**src/rtl/aus_pkg.sv**
```systemverilog
package aus_pkg;

    // Default width of the setpoint, the limit register and the host value.
    localparam int DEF_SETPOINT_BITS = 12;

    // Request kinds carried in the mode field.
    localparam logic [1:0] MODE_TICK  = 2'd0;
    localparam logic [1:0] MODE_LOAD  = 2'd1;
    localparam logic [1:0] MODE_ONOFF = 2'd2;

    // Hold counter: saturating tick count of a held up or down button.
    localparam int               HOLD_BITS = 6;
    localparam logic [HOLD_BITS-1:0] HOLD_MAX    = '1;
    localparam logic [HOLD_BITS-1:0] HOLD_MID    = 6'd20;
    localparam logic [HOLD_BITS-1:0] HOLD_COARSE = 6'd40;

    // Step sizes by hold count: fine below the thresholds above, mid and coarse past them.
    localparam int               STEP_BITS   = 5;
    localparam logic [STEP_BITS-1:0] STEP_FINE   = 5'd1;
    localparam logic [STEP_BITS-1:0] STEP_MID    = 5'd10;
    localparam logic [STEP_BITS-1:0] STEP_COARSE = 5'd20;

    // Panel state other than the setpoint itself.
    typedef struct packed {
        logic                 output_on;
        logic                 editor;
        logic                 menu_prev;
        logic                 onoff_prev;
        logic [HOLD_BITS-1:0] hold;
    } t_flags;

    // Control part of one request (the host value travels separately).
    typedef struct packed {
        logic [1:0] mode;
        logic       menu;
        logic       onoff;
        logic       up;
        logic       down;
        logic       release_ed;
    } t_req;

endpackage

```
**src/rtl/aus_step.sv**
```systemverilog
module aus_step #(
    parameter int SP_BITS = aus_pkg::DEF_SETPOINT_BITS
) (
    input  logic [SP_BITS-1:0] i_sp,
    input  aus_pkg::t_flags    i_flags,
    input  logic [SP_BITS-1:0] i_lim,
    input  aus_pkg::t_req      i_req,
    input  logic [SP_BITS-1:0] i_host,
    output logic [SP_BITS-1:0] o_sp,
    output aus_pkg::t_flags    o_flags,
    output logic               o_save
);

    logic               coarse;
    logic               fine;
    logic [SP_BITS-1:0] step;
    logic [SP_BITS:0]   sum;

    // Step size chosen from the hold count before this tick.
    always_comb begin
        coarse = i_flags.hold > aus_pkg::HOLD_MID;
        fine   = !coarse && i_flags.hold[0];
        if (i_flags.hold > aus_pkg::HOLD_COARSE) begin
            step = SP_BITS'(aus_pkg::STEP_COARSE);
        end else if (coarse) begin
            step = SP_BITS'(aus_pkg::STEP_MID);
        end else if (fine) begin
            step = SP_BITS'(aus_pkg::STEP_FINE);
        end else begin
            step = '0;
        end
        sum = {1'b0, i_sp} + {1'b0, step};
    end

    // Next state and save flag for one request.
    always_comb begin
        o_sp          = i_sp;
        o_flags       = i_flags;
        o_save        = 1'b0;
        o_flags.editor = i_flags.editor & ~i_req.release_ed;

        case (i_req.mode)
            aus_pkg::MODE_TICK: begin
                if (i_req.menu && !i_flags.menu_prev) begin
                    o_flags.editor = 1'b1;
                end
                o_flags.menu_prev = i_req.menu;

                // The panel buttons only act while the editor is closed.
                if (!o_flags.editor) begin
                    if (!i_req.onoff && i_flags.onoff_prev) begin
                        o_flags.output_on = ~i_flags.output_on;
                    end
                    o_flags.onoff_prev = i_req.onoff;

                    if (!i_req.down || !i_req.up) begin
                        if (i_flags.hold != aus_pkg::HOLD_MAX) begin
                            o_flags.hold = i_flags.hold + aus_pkg::HOLD_BITS'(1'b1);
                        end
                        if (!i_req.down) begin
                            // Down wins; a fine step at zero does nothing.
                            if (coarse || (fine && i_sp != '0)) begin
                                o_sp   = (i_sp >= step) ? i_sp - step : '0;
                                if (o_sp > i_lim) begin
                                    o_sp = i_lim;
                                end
                                o_save = 1'b1;
                            end
                        end else begin
                            // A fine step at or above the limit does nothing.
                            if (coarse || (fine && i_sp < i_lim)) begin
                                o_sp   = (sum <= {1'b0, i_lim}) ? sum[SP_BITS-1:0] : i_lim;
                                o_save = 1'b1;
                            end
                        end
                    end else begin
                        o_flags.hold = '0;
                    end
                end
            end
            aus_pkg::MODE_LOAD: begin
                if (i_host > i_lim) begin
                    o_sp   = i_lim;
                    o_save = 1'b1;
                end else begin
                    o_sp   = i_host;
                    o_save = i_host != i_sp;
                end
            end
            aus_pkg::MODE_ONOFF: begin
                o_flags.output_on = i_host[0];
            end
            default: begin
                // Unused request kind: state is only shown, apart from an editor release.
            end
        endcase
    end

endmodule

```
**src/rtl/accelerated_updown_setpoint_unit.sv**
```systemverilog
// Channel   Direction  Handshake                   Payload
// in        request    i_in_valid / o_in_stall     mode, levels, release, host value
// out       result     o_out_valid / i_out_stall   setpoint, output_on, editor, save
// cfg       write      i_cfg_we                    setpoint limit
//
// One request is taken every cycle while the result is not stalled; it passes through
// the input register, then into the result register together with the state update.
// The rate is set by the combinational update of the panel state.
// Reset is synchronous and active low; the limit returns to all ones.
// A stalled result holds the result register; the input register then fills
// and o_in_stall rises until the result is taken.
module accelerated_updown_setpoint_unit #(
    parameter int SETPOINT_BITS = aus_pkg::DEF_SETPOINT_BITS
) (
    input  logic                     i_clk,
    input  logic                     i_rst_n,
    input  logic                     i_cfg_we,
    input  logic [SETPOINT_BITS-1:0] i_cfg_data,
    input  logic                     i_in_valid,
    output logic                     o_in_stall,
    input  logic [1:0]               i_mode,
    input  logic                     i_menu_level,
    input  logic                     i_onoff_level,
    input  logic                     i_up_level,
    input  logic                     i_down_level,
    input  logic                     i_editor_release,
    input  logic [SETPOINT_BITS-1:0] i_host_value,
    output logic                     o_out_valid,
    input  logic                     i_out_stall,
    output logic [SETPOINT_BITS-1:0] o_setpoint,
    output logic                     o_output_on,
    output logic                     o_editor_active,
    output logic                     o_save_request
);

    logic [SETPOINT_BITS-1:0] r_sp_limit;
    logic                     r_in_valid;
    aus_pkg::t_req            r_in_req;
    logic [SETPOINT_BITS-1:0] r_in_host;
    logic [SETPOINT_BITS-1:0] r_sp;
    aus_pkg::t_flags          r_flags;
    logic                     r_out_valid;
    logic [SETPOINT_BITS-1:0] r_out_sp;
    logic                     r_out_on;
    logic                     r_out_editor;
    logic                     r_out_save;
    logic [SETPOINT_BITS-1:0] n_sp;
    aus_pkg::t_flags          n_flags;
    logic                     n_save;
    logic                     out_free;
    logic                     advance;

    // Handshake: the input register moves on whenever the result slot frees.
    assign out_free   = !r_out_valid || !i_out_stall;
    assign advance    = r_in_valid && out_free;
    assign o_in_stall = r_in_valid && !out_free;

    // Limit register.
    always_ff @(posedge i_clk) begin
        if (!i_rst_n) begin
            r_sp_limit <= '1;
        end else if (i_cfg_we) begin
            r_sp_limit <= i_cfg_data;
        end
    end

    // Input register.
    always_ff @(posedge i_clk) begin
        if (!i_rst_n) begin
            r_in_valid <= 1'b0;
        end else if (!o_in_stall) begin
            r_in_valid <= i_in_valid;
        end
    end

    always_ff @(posedge i_clk) begin
        if (!o_in_stall && i_in_valid) begin
            r_in_req.mode       <= i_mode;
            r_in_req.menu       <= i_menu_level;
            r_in_req.onoff      <= i_onoff_level;
            r_in_req.up         <= i_up_level;
            r_in_req.down       <= i_down_level;
            r_in_req.release_ed <= i_editor_release;
            r_in_host           <= i_host_value;
        end
    end

    aus_step #(
        .SP_BITS (SETPOINT_BITS)
    ) u_step (
        .i_sp    (r_sp),
        .i_flags (r_flags),
        .i_lim   (r_sp_limit),
        .i_req   (r_in_req),
        .i_host  (r_in_host),
        .o_sp    (n_sp),
        .o_flags (n_flags),
        .o_save  (n_save)
    );

    // Panel state, updated as each request passes to the result register.
    always_ff @(posedge i_clk) begin
        if (!i_rst_n) begin
            r_sp               <= '0;
            r_flags.output_on  <= 1'b0;
            r_flags.editor     <= 1'b0;
            r_flags.menu_prev  <= 1'b1;
            r_flags.onoff_prev <= 1'b1;
            r_flags.hold       <= '0;
        end else if (advance) begin
            r_sp    <= n_sp;
            r_flags <= n_flags;
        end
    end

    // Result register.
    always_ff @(posedge i_clk) begin
        if (!i_rst_n) begin
            r_out_valid <= 1'b0;
        end else if (out_free) begin
            r_out_valid <= r_in_valid;
        end
    end

    always_ff @(posedge i_clk) begin
        if (advance) begin
            r_out_sp     <= n_sp;
            r_out_on     <= n_flags.output_on;
            r_out_editor <= n_flags.editor;
            r_out_save   <= n_save;
        end
    end

    assign o_out_valid     = r_out_valid;
    assign o_setpoint      = r_out_sp;
    assign o_output_on     = r_out_on;
    assign o_editor_active = r_out_editor;
    assign o_save_request  = r_out_save;

    // The input side only stalls behind a full, stalled result slot.
    a_stall_cause: assert property (@(posedge i_clk) disable iff (!i_rst_n)
        o_in_stall |-> (r_in_valid && r_out_valid && i_out_stall))
        else $error("input stalled without a blocked result");

    // A host on/off request never asks for a save.
    a_onoff_nosave: assert property (@(posedge i_clk) disable iff (!i_rst_n)
        (advance && r_in_req.mode == aus_pkg::MODE_ONOFF) |=> !o_save_request)
        else $error("save raised by host on/off request");

    // A tick with no button held and the editor closed clears the hold count.
    a_hold_clear: assert property (@(posedge i_clk) disable iff (!i_rst_n)
        (advance && r_in_req.mode == aus_pkg::MODE_TICK && r_in_req.up
         && r_in_req.down && !n_flags.editor) |=> (r_flags.hold == '0))
        else $error("hold count not cleared on release");

    // A release on a host request always closes the editor.
    a_release: assert property (@(posedge i_clk) disable iff (!i_rst_n)
        (advance && r_in_req.release_ed && r_in_req.mode != aus_pkg::MODE_TICK)
        |=> !r_flags.editor)
        else $error("editor still active after release");

endmodule
```
**config.mk**
```make
export PLATFORM = sky130hd
export DESIGN_NAME = accelerated_updown_setpoint_unit
export DESIGN_NICKNAME = d
export VERILOG_FILES = /design/src/rtl/aus_pkg.sv /design/src/rtl/aus_step.sv /design/src/rtl/accelerated_updown_setpoint_unit.sv
export SDC_FILE = /design/constraint.sdc
export NUM_CORES = 1
export LEC_CHECK = 0
export BUFFER_PORTS_ARGS = -buffer_cell sky130_fd_sc_hd__buf_2
export CELL_PAD_IN_SITES_DETAIL_PLACEMENT = 0
export CELL_PAD_IN_SITES_GLOBAL_PLACEMENT = 2
export CORE_UTILIZATION = 34
export CTS_CLUSTER_DIAMETER = 200
export DETAILED_ROUTE_END_ITERATION = 8
export HOLD_SLACK_MARGIN = 0.12
export PLACE_DENSITY = 0.84
export SLEW_MARGIN = 25
export SYNTH_ARGS = -nofsm -noshare
export SYNTH_HDL_FRONTEND = slang
export SYNTH_SLANG_ARGS = --single-unit
```
**constraint.sdc**
```tcl
create_clock -name i_clk -period 5.1 [get_ports i_clk]
set_clock_uncertainty 0.1 [all_clocks]
set_input_delay 0.255 -clock i_clk [delete_from_list [all_inputs] [get_ports i_clk]]
set_output_delay 0.255 -clock i_clk [all_outputs]
set_load 0.02 [all_outputs]
```
; Yosys cells after proc, flatten, opt, wreduce, memory -nomap -nowiden
; Index checks and enable logic that the tools add are counted.
[totals]
wordCells = 94
ff_bits = 70
output_inout_bits = 17
[classes]
n_eq_ne = 5
reduce_logical = 26
n_addsub = 3
n_bitwise = 4
n_lt_le_gt_ge = 7
mux = 29
[ops]
columns = op, n
row1 = 2-to-1 mux 12 bit, 11
row2 = greater-than comparator 12 bit, 2
row3 = one-hot mux 12 bit (2 select lines), 1
row4 = adder 12 x 12 -> 13 bit, 1
row5 = less-or-equal comparator 13 x 12 -> 1 bit, 1
row6 = >= comparator 12 bit, 1
row7 = less-than comparator 12 bit, 1
row8 = 2-to-1 mux 6 bit, 2
row9 = inequality test 12 bit, 1
row10 = nonzero test 12 bit, 1
row11 = subtractor 12 bit, 1
row12 = 2-to-1 mux 1 bit, 11
row13 = logical NOT 1 bit, 9
row14 = 2-to-1 mux 9 bit, 1
row15 = logical AND 1 bit, 8
row16 = 2-to-1 mux 7 bit, 1
row17 = adder 6 x 1 -> 6 bit (second input constant), 1
row18 = greater-than comparator 6 x 5 -> 1 bit (second input constant), 1
row19 = greater-than comparator 6 bit (second input constant), 1
row20 = inequality test 6 bit (second input constant), 1
row21 = logical OR 1 bit, 4
row22 = one-hot mux 1 bit (2 select lines), 2
row23 = AND reduction 4 bit, 1
row24 = inverter 1 bit, 3
row25 = other kinds (7), 7

; Depth between registers and ports, before layout
[logic_depth]
ltp_word = 15
mapped_depth = 23
mapped_depth_nobuf = 22

; Cells and area by module
; A second synthesis with hierarchy kept.
[hier_totals]
cells_unflattened = 632
area_unflattened_um2 = 5612.9
[modules_own_cells]
columns = mod, n_inst, cells_per_inst, area_per_inst_um2
row1 = aus_step, 1, 457, 3191.8
row2 = accelerated_updown_setpoint_unit, 1, 175, 2421.1

; Worst setup path after synthesis
; Ideal clock, no wire load.
[synth_path]
path_type = register to register
startpoint = register r_flags[0] in the netlist's numbering
endpoint = register r_out_sp[2] (netlist: o_setpoint[2]), data pin
required_ps = 4741
setup_ps = 259
n_path_buf = 1
path_slack_ps = 291
arrival_time_ps = 4451
path_stages_with_launch = 22
path_cell_list = dfxtp_1 -> inv_1 -> ha_1 -> a21boi_0 -> o21ai_0 -> nand2_1 -> ha_1 -> buf_2 -> o21a_1 -> o31a_2 -> nor4_4 -> nor2_1 -> mux2_2 -> ha_1 -> a21oi_1 -> nor2_1 -> a211oi_1 -> a21oi_1 -> o21ai_2 -> mux2i_1 -> a21oi_1 -> a211o_1
[synth_between]
elab_chain_len = 15
[synth_lines]
columns = item, line_no
row1 = from (decl), accelerated_updown_setpoint_unit.sv:41  ; aus_pkg::t_flags r_flags;
row2 = from (signal assigned), accelerated_updown_setpoint_unit.sv:112  ; r_flags <= n_flags;
row3 = greater-than comparator 6 x 5 -> 1 bit, aus_step.sv:21  ; coarse = i_flags.hold > aus_pkg::HOLD_MID;
row4 = logical NOT 1 bit, aus_step.sv:22  ; fine = !coarse && i_flags.hold[0];
row5 = logical AND 1 bit, aus_step.sv:22
row6 = 2-to-1 mux 1 bit, aus_step.sv:27  ; end else if (fine) begin
row7 = 2-to-1 mux 12 bit, aus_step.sv:25  ; end else if (coarse) begin
row8 = 2-to-1 mux 12 bit, aus_step.sv:23  ; if (i_flags.hold > aus_pkg::HOLD_COARSE) begin
row9 = subtractor 12 bit / >= comparator 12 bit (equally long branches), aus_step.sv:63  ; o_sp = (i_sp >= step) ? i_sp - step : '0;
row10 = 2-to-1 mux 12 bit, aus_step.sv:63
row11 = greater-than comparator 12 bit, aus_step.sv:64  ; if (o_sp > i_lim) begin
row12 = 2-to-1 mux 12 bit, aus_step.sv:64
row13 = 2-to-1 mux 12 bit, aus_step.sv:62  ; if (coarse || (fine && i_sp != '0)) begin
row14 = 2-to-1 mux 12 bit (*), aus_step.sv:60  ; if (!i_req.down) begin
row15 = 2-to-1 mux 12 bit (*), aus_step.sv:56  ; if (!i_req.down || !i_req.up) begin
row16 = 2-to-1 mux 12 bit (*), aus_step.sv:50  ; if (!o_flags.editor) begin
row17 = one-hot mux 12 bit (2 select lines) (*), aus_step.sv:42  ; case (i_req.mode)
row18 = via n_sp[2], accelerated_updown_setpoint_unit.sv:47  ; logic [SETPOINT_BITS-1:0] n_sp;
row19 = to (signal assigned), accelerated_updown_setpoint_unit.sv:127  ; r_out_sp <= n_sp;
row20 = to (decl), accelerated_updown_setpoint_unit.sv:43  ; logic [SETPOINT_BITS-1:0] r_out_sp;
; The timed path passes the listed nets; every way through them passes the cells marked *.
; A chain may end at the register's enable or synchronous reset.

; Final worst setup path
[layout_path]
startpoint = register r_flags[0] in the netlist's numbering
endpoint = register r_out_sp[8] (netlist: o_setpoint[8]), data pin
; The elaborated chain is that of the path after synthesis.

==> reports/results.ini <==
[setup_path]
required_ps = 5080
critPathKind = register to register
crit_start = r_flags[0]
reg2reg_depth = 21
ff2ff_setup_slack_ps = 260
r2r_start = r_flags[0]
end_kind = register
critPathMaxFanout = 6
crit_path_end = o_setpoint[8]
critPathArrivalTime_ps = 4820
r2r-end = o_setpoint[8]
startpoint_type = register

[grt]
grt_start_max_net_pins = 37
grt_pass1_wl_mm = 28.9
grt.met3_usage = 0.0351
track_usage = 0.237
antenna_found_initial = 0
top_usage_layer = met2
gr-usage-met1 = 0.299
grt_overflow = 0
grt_util_met2 = 0.403
grt_pass1_vias = 5124

[yosys]
synth_warnings = 0
netlist_instances = 610
synthArstFlopShare = 0
yosys-mux-area-fraction = 0.0508
synth_fa_ha_area_frac = 0.142
synth_top_area_frac = 0.186
yosys-top-cells-area = edfxtp_1, ha_1, dfxtp_1, mux2i_1, nand2_1
synth-compound-area-share = 0.231
yosysMostFrequentCell = ha_1
synth_top_family_by_area = compound AO/OA/AOI/OAI gates
ys_seq_area_frac = 0.317
syn_nets = 707
synth-edff-count = 34
synth_xor_area_frac = 0.0399
ys.flop_type = dfxtp_1
ys_types = 80
syn_area_sq_um = 5490
synth_area_leader_cell = edfxtp_1
synth-simple-area-share = 0.168
synth_seq_cells = 70
postSynthAreaPerCell_sq_um = 9.00
synth_common_cells = ha_1, nand2_1, a21oi_1

[routing]
ant_nets = 0
drt-initial-drc-count = 425
via_per_inst = 5.55
routedWlPerCell_um = 20.4
dr_total_vias = 5193
wirelength_mm = 19.1
drcViolationCount = 0
dr.pass1.iters = 5

[sta]
finalCritPeriodShare = 0.949
max_freq_ghz = 0.207
tightest_slew_ps = 792
slew-limit-headroom = 0.472
holdWs_ps = 263
hold_viol_final = 0
setup_viol = 0
min_period_ps = 4840
slew_viol_final = 0
fin_setup_tns_ps = 0

[power_and_ir_drop]
powerDensity_nw_per_um2 = 258
pwr-share-seq = 0.376
p_comb_frac = 0.265
internal_power_uw = 1210
clkPwrFrac = 0.359
totalPowerFinal_uw = 1780
switchingPower_uw = 570
peakVddDrop_v = 0.000191
switching_share = 0.320
p_leak_uw = 0.00298

[clocking]
numCtsBuffers = 9
cts_max_level = 3
cts_tree = done
cts.sinks = 70
clk_latency_ps = 340
clockBufferDepth = 2
cts_root_buf = clkbuf_16
clk_transition_reported_paths_ps = 70

[place]
place.gp.congestion = 0.908
io_buffers = 52
dp_hpwl_mm = 14.4

[floorplan]
initial_core_util = 0.347
io_pins = 53
fp.dieW_um = 129
die_y_um = 129
die_area_sq_um = 16700
row_count = 46
fp.coreArea_sq_um = 15800

[outcome]
status = finished, final reports clean

[cells_and_area]
num-fill-cells = 1551
layout.nets = 812
area_delta_synth_final_pct = 25.7
drive_gt1_frac = 0.204
antenna_cells = 0

[worst_hold_path]
hp-class = input port to register

[run]
cap_violations = 0

-- registers in the layout, indices dropped and copies added (netlist names) --
register / count
r_in_host: 12
r_in_valid: 1
r_sp: 12
r_in_req: 7
o_output_on: 1
r_flags: 10
o_setpoint: 12
r_sp_limit: 12
o_out_valid: 1
o_save_request: 1
o_editor_active: 1
-- cell type report --
| class | count | area (sq um) | share of cell area |
|---|---|---|---|
| clock buffer | 10 | 229 | 0.0332 |
| clock inverter | 6 | 70.1 | 0.0102 |
| inverter | 39 | 146 | 0.0212 |
| multi-input combinational | 478 | 3590 | 0.520 |
| sequential | 70 | 1740 | 0.252 |
| tap | 216 | 270 | 0.0392 |
| timing repair buffer | 117 | 856 | 0.124 |
-- cell families (layout without fill, tap and decap cells) --
| kind of cell | Yosys count | count (layout) |
|---|---|---|
| fa+ha+maj | 61 | 61 |
| xor+xnor | 25 | 25 |
| flops | 70 | 70 |
| mux | 27 | 27 |
| compound gates | 181 | 181 |
| simple gates | 184 | 184 |
| buf+inv | 62 | 172 |
-- critical path: stages (launching register included) --
cell and delay [ps]:
dfxtp_1 330, inv_1 70, ha_1 210, nor2b_1 140
o21ai_2 90, nand2_2 100, nand2_1 70, ha_1 320
nor2b_1 170, o31ai_2 230, a21oi_1 140, or3_2 440
xnor2_1 170, nor2b_1 140, ha_1 280, nand4_1 160
or3_1 480, o21ai_2 120, buf_12 150, mux2i_2 200
a221oi_1 120, a211o_1 360
-- per-stage QoR --
stage,setup WS [ps],cells,cell area [sq um],util
final,261,936,6900,0.436
after global routing,-22.3,936,6900,0.436
after CTS,53.3,930,6750,0.426
after detailed placement,-71.4,879,6090,0.385
after global placement,103,879,6090,0.385
after floorplan,291,610,5490,-
-- worst min path at each step --
stage                                to              from  slack [ps]  cells past startpoint
after floorplan            r_in_host[0]   i_host_value[0]         250                      0
after global placement      r_in_req[0]  i_editor_release         330                      1
after detailed placement   r_in_host[8]   i_host_value[8]         330                      1
after CTS                 r_sp_limit[5]          i_cfg_we         260                      3
after global routing      r_sp_limit[9]          i_cfg_we         300                      2
final                     r_sp_limit[5]          i_cfg_we         260                      3
-- repair_timing --
action	CTS	global route
endpoints found under the setup margin	7	24
buffers inserted	2	6
hold buffers	33	0
pin swaps	0	11
resized for setup	3	20
endpoints found under the hold margin	33	0
-- power by group through the flow --
| stage | clock network [uW] | logic [uW] | registers (uW) |
|---|---|---|---|
| after floorplan | 0 | 278 | 668 |
| after global placement | 0 | 419 | 680 |
| after detailed placement | 0 | 426 | 680 |
| after CTS | 647 | 450 | 667 |
| after global routing | 673 | 517 | 672 |
| final | 639 | 472 | 669 |
-- layer usage --
layer	vias up	routed length (um)	part of all wire
met1	2469	8360	0.44
met2	192	8990	0.47
met4	0	771	0.040
met3	42	980	0.051
li1	2490	-	-
met5	-	0	0
-- cell usage in the layout, fill, tap and decap left out, types with 4 or more instances in the layout --
master and count:
a211o_1 10, a211oi_1 7, a21boi_0 4, a21o_1 5, a21oi_1 42, a31oi_1 8
buf_2 52, buf_4 30, clkbuf_16 9, dfxtp_1 36, dlygate4sd3_1 33, edfxtp_1 34
ha_1 58, inv_1 38, mux2i_1 21, nand2_1 57, nand2b_1 6, nand3_1 11
nand4_1 12, nor2_1 40, nor2b_1 10, nor3_1 11, o211ai_1 17, o21a_1 6
o21ai_0 31, o221a_2 4, or3_1 5, xnor2_1 18, xor2_1 5
No activity file was read; power rests on OpenSTA's default activity.
